--- config.mk ---
export PLATFORM = sky130hd
export DESIGN_NAME = s3f_ctrl
export DESIGN_NICKNAME = d
export VERILOG_FILES = /design/src/rtl/s3f_pkg.sv /design/src/rtl/s3f_ctrl.sv
export SDC_FILE = /design/constraint.sdc
export NUM_CORES = 1
export LEC_CHECK = 0
export BUFFER_PORTS_ARGS = -buffer_cell sky130_fd_sc_hd__buf_4
export CAP_MARGIN = 20
export CORE_AREA = 2 2 39 41
export DETAILED_ROUTE_END_ITERATION = 8
export DIE_AREA = 0 0 41 43
export PLACE_DENSITY_LB_ADDON = 0.12
export SETUP_SLACK_MARGIN = 0.15
export SLEW_MARGIN = 20
export SYNTH_ARGS = -nofsm -noshare
export SYNTH_HDL_FRONTEND = slang
export SYNTH_SLANG_ARGS = --single-unit
--- constraint.sdc ---
create_clock -name i_clk -period 1.55 [get_ports i_clk]
set_clock_uncertainty 0.15 [all_clocks]
set_input_delay 0.31 -clock i_clk [delete_from_list [all_inputs] [get_ports i_clk]]
set_output_delay 0.31 -clock i_clk [all_outputs]
set_load 0.02 [all_outputs]
--- src/rtl/s3f_pkg.sv ---
`timescale 1ns / 1ps
package s3f_pkg;

    localparam int MaxWidth  = 1024;
    localparam int MaxHeight = 4096;
    localparam int ColW      = 10;
    localparam int RowW      = 13;

    typedef struct packed {
        logic [7:0] red;
        logic [7:0] green;
        logic [7:0] blue;
        logic [7:0] alpha;
        logic       flush;
    } t_in_item;

    typedef struct packed {
        logic [7:0] out_red;
        logic [7:0] out_green;
        logic [7:0] out_blue;
        logic [7:0] out_alpha;
        logic       frame_last;
    } t_out_item;

    typedef enum logic [1:0] {
        REG_WIDTH     = 2'd0,
        REG_HEIGHT    = 2'd1,
        REG_MODE      = 2'd2,
        REG_THRESHOLD = 2'd3
    } t_reg_idx;

    typedef enum logic [2:0] {
        MODE_BOX     = 3'd0,
        MODE_GAUSS   = 3'd1,
        MODE_SHARPEN = 3'd2,
        MODE_EMBOSS  = 3'd3,
        MODE_SOBEL   = 3'd4
    } t_mode;

    typedef enum logic [2:0] {
        ST_IDLE  = 3'd0,
        ST_READ  = 3'd1,
        ST_CALC  = 3'd2,
        ST_SQRT  = 3'd3,
        ST_OUT   = 3'd4
    } t_state;

    // controller -> datapath
    typedef struct packed {
        logic load;     // capture input item, start line store read
        logic shift;    // update window and counters
        logic sqrt_start;
        logic sqrt_step;
        logic finish;   // compose result
    } t_cmd;

    // datapath -> controller
    typedef struct packed {
        logic ignore;   // early flush, no state change
        logic emit;
        logic sobel;
        logic sqrt_done;
    } t_status;

endpackage

--- src/rtl/s3f_ctrl.sv ---
`timescale 1ns / 1ps
module s3f_ctrl (
    input  logic             i_clk,
    input  logic             i_rst_n,
    input  logic             i_in_valid,
    output logic             o_in_stall,
    input  logic             i_out_stall,
    output logic             o_out_valid,
    input  s3f_pkg::t_status i_status,
    output s3f_pkg::t_cmd    o_cmd
);

    s3f_pkg::t_state r_state, n_state;
    logic r_out_valid, n_out_valid;

    always_ff @(posedge i_clk) begin
        if (!i_rst_n) begin
            r_state     <= s3f_pkg::ST_IDLE;
            r_out_valid <= 1'b0;
        end else begin
            r_state     <= n_state;
            r_out_valid <= n_out_valid;
        end
    end

    // output register is free when empty or being taken
    logic w_out_free;
    assign w_out_free = !r_out_valid || !i_out_stall;

    always_comb begin
        n_state = r_state;
        unique case (r_state)
            s3f_pkg::ST_IDLE: begin
                if (i_in_valid) n_state = s3f_pkg::ST_READ;
            end
            s3f_pkg::ST_READ: begin
                if (i_status.ignore)    n_state = s3f_pkg::ST_IDLE;
                else if (!i_status.emit) n_state = s3f_pkg::ST_IDLE;
                else                     n_state = s3f_pkg::ST_CALC;
            end
            s3f_pkg::ST_CALC: begin
                n_state = i_status.sobel ? s3f_pkg::ST_SQRT : s3f_pkg::ST_OUT;
            end
            s3f_pkg::ST_SQRT: begin
                if (i_status.sqrt_done) n_state = s3f_pkg::ST_OUT;
            end
            s3f_pkg::ST_OUT: begin
                if (w_out_free) n_state = s3f_pkg::ST_IDLE;
            end
            default: n_state = s3f_pkg::ST_IDLE;
        endcase
    end

    always_comb begin
        o_cmd       = '0;
        o_in_stall  = 1'b1;
        n_out_valid = r_out_valid && i_out_stall;
        unique case (r_state)
            s3f_pkg::ST_IDLE: begin
                o_in_stall = 1'b0;
                o_cmd.load = i_in_valid;
            end
            s3f_pkg::ST_READ: begin
                o_cmd.shift = !i_status.ignore;
            end
            s3f_pkg::ST_CALC: begin
                o_cmd.sqrt_start = i_status.sobel;
            end
            s3f_pkg::ST_SQRT: begin
                o_cmd.sqrt_step = 1'b1;
            end
            s3f_pkg::ST_OUT: begin
                if (w_out_free) begin
                    o_cmd.finish = 1'b1;
                    n_out_valid  = 1'b1;
                end
            end
            default: ;
        endcase
    end

    assign o_out_valid = r_out_valid;

`ifndef SYNTHESIS
    a_stall_busy: assert property (@(posedge i_clk) disable iff (!i_rst_n)
        (r_state != s3f_pkg::ST_IDLE) |-> o_in_stall)
        else $error("input taken while busy");
    a_finish_free: assert property (@(posedge i_clk) disable iff (!i_rst_n)
        o_cmd.finish |-> w_out_free)
        else $error("result overwritten");
    a_hold: assert property (@(posedge i_clk) disable iff (!i_rst_n)
        (o_out_valid && i_out_stall) |=> o_out_valid)
        else $error("stalled result dropped");
`endif

endmodule

# Word level (Yosys, flattened, before mapping)
# Index checks and enable logic that the tools add are counted.
totals:
  out_inout_bits: 7
  regBits: 4
  input_bits: 8
  word_cells: 32
classes:
  n_eq_ne: 7
  mux: 16
  reduce_logical: 7
op_table:
  columns: ["operator", "count"]
  rows:
  - ["$pmux W3 S5", 1]
  - ["$mux W3", 4]
  - ["$mux W1", 9]
  - ["$eq A3 B2 Y1 const B", 2]
  - ["$ne A2 B2 Y1 const B", 3]
  - ["$mux W2", 2]
  - ["$eq A3 B1 Y1 const B", 1]
  - ["$eq A3 B3 Y1 const B", 1]
  - ["$logic_not A1 Y1", 3]
  - ["$logic_not A3 Y1", 1]
  - ["$reduce_and A3 Y1", 1]
  - ["$logic_and A1 B1 Y1", 1]
  - ["$logic_or A1 B1 Y1", 1]

# Depth between registers and ports, before layout
# Gate-level depths: netlist of run 1.
depth:
  word_depth: 4
  ltp_mapped: 3
  ltp_nobuf: 3

# Least setup slack after synthesis of run 1
# No wires, ideal clock.
synth_path:
  path_kind: "reg2out"
  from: "register r_state[2]"
  to: "output port o_cmd[0] (netlist bit)"
  arrival_time_ns: 1.120
  slack_ns: -0.030
  required_time_ns: 1.090
  n_path_buf: 0
  stages_incl_launch_ff: 3
  cell_sequence: "dfxtp_1 > or3b_4 > a21oi_1"
synth_rtl:
  columns: ["item", "line", "text"]
  rows:
  - ["start: declaration", "s3f_ctrl.sv:13", "s3f_pkg::t_state r_state, n_state;"]
  - ["start signal: assignment", "s3f_ctrl.sv:18", "r_state <= s3f_pkg::ST_IDLE;"]
  - ["start signal: assignment", "s3f_ctrl.sv:21", "r_state <= n_state;"]
  - ["end: declaration", "s3f_ctrl.sv:10", "output s3f_pkg::t_cmd o_cmd"]

==> results of run 1 <==
==> metal layers <==
layer	global-route usage	vias up	routed length [µm]
met3	0.0471	0	37
met4	0.0600	0	0
li1	-	128	-
met2	0.0969	8	321
met5	0	-	0
met1	0.0804	111	249
==> through the flow <==
stage | util | hold WS (ns) | instances
after floorplan | - | 0.278 | 26
after global placement | 0.263 | 0.395 | 57
after detailed placement | 0.263 | 0.395 | 57
after CTS | 0.288 | 0.155 | 61
after global routing | 0.311 | 0.155 | 61
final | 0.311 | 0.162 | 61
==> report_power, final <==
| group | total [mW] | switching (mW) | internal (mW) |
|---|---|---|---|
| combinational | 0.0583 | 0.0265 | 0.0319 |
| clock | 0.125 | 0.0389 | 0.0863 |
| sequential | 0.110 | 0.00261 | 0.107 |
==> registers in the layout (all words and copies together) (netlist names) <==
name / cells
r_state: 3
o_out_valid: 1
==> critical path, cell delays in order (launching register included) <==
cell and delay, ns:
dfxtp_2 0.34, or3b_4 0.42, a21oi_4 0.12, buf_6 0.12
==> repair_timing <==
action / CTS / global route
buffers inserted: 1 / 0
pin swaps: 1 / 2
setup endpoints to repair: 6 / 6
gates resized for setup: 2 / 8
hold endpoints to repair: 0 / 0
==> layout by cell type (no fill, tap or decap), types with 2 or more instances in the layout <==
cell / Yosys / routed
a21oi_1: 3 / 2
buf_4: 0 / 12
buf_6: 0 / 4
clkbuf_4: 0 / 3
dfxtp_2: 0 / 3
inv_1: 2 / 2
nand2_1: 4 / 4
==> worst paths after layout <==
check | start | endpoint | slack [ns] | cells past startpoint
setup / recovery | r_state[1]$_SDFFE_PN0P_ | o_cmd[0] | -0.15 | 3
hold / removal | i_rst_n | r_state[2]$_SDFFE_PN0P_ | 0.16 | 2
setup reg to reg | r_state[1]$_SDFFE_PN0P_ | r_state[1]$_SDFFE_PN0P_ | 0.31 | 3
hold reg to reg | r_state[0]$_SDFFE_PN0P_ | r_state[0]$_SDFFE_PN0P_ | 0.41 | 3
==> layout make-up <==
type	instances	area, µm²
Multi-Input combinational cell	20	161
Tap cell	16	20.0
Clock buffer	3	22.5
Fill cell	156	953
Inverter	2	7.51
Sequential cell	4	83.8
Timing Repair Buffer	16	135
==> logic make-up after synthesis <==
group / count (synthesis) / synth area share
AO/OA/AOI/OAI: 7 / 0.211
buffers and inverters: 2 / 0.0343
flip-flops: 4 / 0.366
AND/OR/NAND/NOR: 13 / 0.389
==> run metrics, run 1 <==
synth unique cells 17; final design instance area without fill 430 µm²; asr flop ratio synth 0; Die Span X 41 µm; Bufs on Longest Clock Path 2; H-tree lvl count 1; crit start category flop; CP Class flop to primary output; CTS Buf Count 3; Area Overhead vs Synth 96.6%; Setup violations, final 4; post-route worst setup slack -0.146 ns; largest net degree at the start of global routing 6; # diodes 0; initial drt markers 4; Synth top area share 0.366; die area 0.00176 mm²; Final Slew Violations 0; actual slew at the worst max-slew pin 0.252 ns; status finished, violations left; share of the yosys chip area belonging to registers 0.366; cell taking the most area after synthesis dfxtp_1; final critical-path share of the clock period 1.09; Post-Place Setup Slack 0.0736 ns; Critical Path Fanout Max 4; Power Dens Cells 681 mW/mm²; vias per inst 4.05; hold_buf cts 0; clock root buffer clkbuf_4; max cap viols 0; clock transition at the registers of the reported paths 0.04 ns; Row Count 14; PortBufs 14; flops & latches, synth 4; Synth Warn # 0; Routed Antenna Nets 0; unrepaired setup endpoints after global routing yes; top cells by count, synth 4 x dfxtp_1, 4 x nand2_1, 3 x a21oi_1, 2 x inv_1; CTS tree yes; num ports 15; CP Data Arrival Time 1.24 ns; vias in the first global route 235; Slew HR 0.831; clk_lat worst skew 0.23 ns; ranking of synthesized cells by area dfxtp_1 37%, a21oi_1 6.9%, nand2_1 6.9%; drt pass-1 iters 2; Post-synth EDFFs 0; maximum VDD drop 0.381 mV; leakage 0.196 nW; Main synth FF type dfxtp_1; first-pass GRT wire length 834 µm; post-synthesis cell count 26; final WL 608 µm; Overall Power 0.293 mW; GP Congestion 0.651; Final Hold Fails 0; clock sink total 4; DP Area 364 µm²; Initial Util 0.158; total grt overflow 0; core area 0.00138 mm²; failing checks setup timing; share of cells above drive strength 1 0.644; Mapped Nets 34; Mapped Avg Cell Area 8.42 µm²; DRC violations left 0; DP HPWL 446 µm; CP required 1.09 ns; routed vias 247; Hold Crit Class primary input to flop; initial antenna violation count 0; Setup crit end kind primary output; Nets 55; setup TNS -0.252 ns; Die H 43 µm; maximum clock rate 590 MHz; Period minus WS final 1.70 ns; Tot GR Track Use 0.0743; Post-Syn Area 219 µm²; WL per Instance 9.97 µm
Note: power is estimated with default switching activity, not from simulation.
==> inputs of run 2 (changes only) <==
Clock period 1.55 ns to 1.4 ns, I/O delays scaled along.
==> run metrics, run 2 (synthesis results as in run 1) <==
CP Data Arrival Time 1.22 ns; largest net degree at the start of global routing 6; crit-path cells or3b_4 > a21oi_4 > buf_6; drt pass-1 iters 1; CP Class flop to primary output; Int Pwr 0.257 mW; WL per Instance 10.2 µm; Clock power frac 0.418; Period minus WS final 1.65 ns; CTS Buf Count 3; share of cells above drive strength 1 0.750; clock root buffer clkbuf_4; PortBufs 14; combinational group share of total power 0.225; vias in the first global route 274; status finished, violations left; initial drt markers 0; hold_sp i_rst_n; first-pass GRT wire length 1050 µm; core area 0.00138 mm²; met1 usage 0.0997; final critical-path share of the clock period 1.18; Power Dens Cells 685 mW/mm²; post-route worst setup slack -0.248 ns; Setup violations, final 10; Die H 43 µm; Die Span X 41 µm; Row Count 14; number of flip-flops in the largest register 3; final WL 692 µm; clock transition at the registers of the reported paths 0.04 ns; Nets 62; sequential share of power 0.358; Most flops, register r_state; Initial Util 0.158; slowest stage cell, crit path or3b_4; # diodes 0; failing checks setup timing; Setup crit end kind primary output; Area Overhead vs Synth 126%; die area 0.00176 mm²; CP peak stage delay 0.40 ns; Overall Power 0.338 mW; GP Congestion 0.649; max cap viols 0; actual slew at the worst max-slew pin 0.258 ns; Hold Crit Class primary input to flop; CTS tree yes; Buf/Inv on CP 1; setup TNS -1.28 ns; non-filler cells, final 68; CP required 0.97 ns; unrepaired setup endpoints after global routing yes; Final Hold Fails 0; leakage 0.231 nW; Crit path max-delay family simple AND/OR/NAND/NOR gates; initial antenna violation count 0; Post-Place Setup Slack -0.0127 ns; commonest non-fill, non-tap cells in the layout 19 x buf_4, 4 x nand2_1, 4 x dfxtp_2, 4 x buf_6, 3 x clkbuf_4; # fillers 163; maximum VDD drop 0.340 mV; Sw Ratio 0.240; commonest non-fill, non-tap cell in the layout buf_4; total grt overflow 0; RR Startpoint r_state[2]$_SDFFE_PN0P_; H-tree lvl count 1; worst hold slack 0.144 ns; dpl cells 62; crit start category flop; DRC violations left 0; final design instance area without fill 494 µm²; Slew HR 0.827; clk_lat worst skew 0.23 ns; Bufs on Longest Clock Path 2; grt peak-use layer met2; Routed Antenna Nets 0; GRT met2 Usage 0.138; maximum clock rate 607 MHz; Tot GR Track Use 0.0873; Final Slew Violations 0; end-of-flow core utilization 0.357; CP startpoint r_state[2]$_SDFFE_PN0P_; clock sink total 4; routed vias 273; net switching power 0.0812 mW; DP Area 403 µm²; vias per inst 4.01; hold_buf cts 0; Critical Path Fanout Max 4; num ports 15; DP HPWL 511 µm; met3 GRT Util 0.0157
-- run 2: final timing paths --
path	end	slack (ns)	cells past startpoint
worst min register to register	o_out_valid$_SDFF_PN0_	0.49	2
worst max-delay path	o_cmd[0]	-0.25	3
worst max register to register	r_state[1]$_SDFFE_PN0P_	-0.16	6
worst min-delay path	r_state[2]$_SDFFE_PN0P_	0.14	2
-- run 2: routing by layer --
metal	wire, µm	vias up	share of wire
met5	0	-	0
met1	281	120	0.41
met2	352	10	0.51
met4	15	0	0.022
met3	43	2	0.062
li1	-	141	-
-- run 2: layout make-up --
class / instances / area (µm²) / share of cell area
Timing Repair Buffer: 23 / 188 / 0.380
Multi-Input combinational cell: 20 / 171 / 0.347
Sequential cell: 4 / 85.1 / 0.172
Clock buffer: 3 / 22.5 / 0.0456
Tap cell: 16 / 20.0 / 0.0405
Inverter: 2 / 7.51 / 0.0152
-- run 2: timing repair --
item                       in CTS  in global routing
pin swaps                       4                  2
setup endpoints to repair      10                 11
buffers inserted                2                  1
resized for setup               7                  5
gates cloned                    0                  0
-- run 2: power by group through the flow --
stage	Combinational, mW	Sequential [mW]	Clock, mW
after floorplan	0.0253	0.123	0
after global placement	0.0659	0.122	0
after detailed placement	0.0669	0.122	0
after CTS	0.0744	0.121	0.146
after global routing	0.0810	0.122	0.152
final	0.0760	0.121	0.141
==> inputs of run 3 (changes only) <==
Settings changed: CORE_AREA 2 2 39 41 to 5 5 42 44, DIE_AREA 0 0 41 43 to 0 0 47 49.
==> run metrics, run 3 (synthesis results as in run 1) <==
die area 0.00230 mm²; share of cells above drive strength 1 0.720; Hold Crit Class primary input to flop; # diodes 0; Critical Path Fanout Max 4; Nets 60; post-route worst setup slack -0.256 ns; Int Pwr 0.256 mW; Initial Util 0.156; Area Overhead vs Synth 124%; R2R Setup Slk -0.16 ns; unrepaired setup endpoints after global routing yes; hold depth 2; failing checks setup timing; max cap viols 0; slowest stage cell, crit path or3b_4; end-of-flow core utilization 0.350; register area 82.6 µm²; # fillers 159; vias per inst 4.05; CTS Buf Count 3; Routed Antenna Nets 0; commonest non-fill, non-tap cell in the layout buf_4; Row Count 14; PortBufs 14; num ports 15; Tot GR Track Use 0.0718; GP Congestion 0.641; largest net degree at the start of global routing 7; final critical-path share of the clock period 1.18; routed vias 267; crit start category flop; Slew HR 0.830; WL per Instance 10.9 µm; initial drt markers 0; vias in the first global route 302; clock sink total 4; CTS tree yes; initial antenna violation count 0; CP Class flop to primary output; CP required 0.97 ns; drt pass-1 iters 1; DRC violations left 0; Period minus WS final 1.66 ns; dpl cells 60; status finished, violations left; worst hold slack 0.137 ns; crit-path cells or3b_4 > a21oi_4 > buf_6; Final Hold Fails 0; non-filler cells, final 66; Power Dens Cells 688 mW/mm²; footprint of the multi-input gates 181 µm²; commonest non-fill, non-tap cells in the layout 16 x buf_4, 5 x buf_6, 4 x nand2_1; Post-Place Setup Slack -0.0210 ns; Die Span X 47 µm; first-pass GRT wire length 1180 µm; Clock power frac 0.418; Final Slew Violations 0; Most flops, register r_state; clock transition at the registers of the reported paths 0.04 ns; H-tree lvl count 1; Buf/Inv on CP 1; Setup crit end kind primary output; CP Data Arrival Time 1.23 ns; Sw Ratio 0.241; combinational group share of total power 0.225; clk_lat worst skew 0.23 ns; Die H 49 µm; setup TNS -1.37 ns; R2R depth 6; total grt overflow 0; CP peak stage delay 0.40 ns; number of flip-flops in the largest register 3; maximum VDD drop 0.342 mV; Setup violations, final 10; actual slew at the worst max-slew pin 0.255 ns; Bufs on Longest Clock Path 2; final WL 718 µm; leakage 0.222 nW; Worst path depth 3; sequential share of power 0.357; core area 0.00140 mm²; net switching power 0.0813 mW; maximum clock rate 604 MHz; clock root buffer clkbuf_4; Crit path max-delay family simple AND/OR/NAND/NOR gates
-- run 3: final timing paths --
check,end,from
worst min register to register,r_state[1]$_SDFFE_PN0P_,r_state[1]$_SDFFE_PN0P_
worst max register to register,r_state[1]$_SDFFE_PN0P_,r_state[2]$_SDFFE_PN0P_
worst min-delay path,r_state[2]$_SDFFE_PN0P_,i_rst_n
worst max-delay path,o_cmd[0],r_state[2]$_SDFFE_PN0P_
-- run 3: area by class of cell --
| type | count | share of cell area |
|---|---|---|
| multi-input cells | 20 | 0.370 |
| repair buffers | 21 | 0.360 |
| flip-flops and latches | 4 | 0.168 |
| clock buffers | 3 | 0.0459 |
| well taps | 16 | 0.0408 |
| inverters | 2 | 0.0153 |
-- run 3: power by group through the flow --
stage | Clock, mW | Sequential, mW | Combinational [mW]
CTS | 0.155 | 0.120 | 0.0720
detailed placement | 0 | 0.122 | 0.0660
global route | 0.159 | 0.121 | 0.0822
floorplan | 0 | 0.123 | 0.0253
finish | 0.141 | 0.121 | 0.0759
global placement | 0 | 0.122 | 0.0657
-- run 3: routing by layer --
metal	global-route usage	vias to the layer above	wire length, µm
li1	-	137	-
met1	0.0725	121	241
met2	0.113	7	409
met3	0.0148	2	52
met4	0.0691	0	14
met5	0	-	0
-- run 3: metrics by stage --
stage / area, µm² / total power, mW
5_1_grt: 490 / 0.362
4_1_cts: 458 / 0.346
3_3_place_gp: 388 / 0.188
2_1_floorplan: 233 / 0.148
3_5_place_dp: 388 / 0.188
6_report: 490 / 0.337
-- run 3: repair_timing --
action	4_1_cts	5_1_grt
endpoints found under the setup margin	10	11
setup buffers	2	1
pin swaps	3	2
hold buffers	0	0
gates resized for setup	7	6
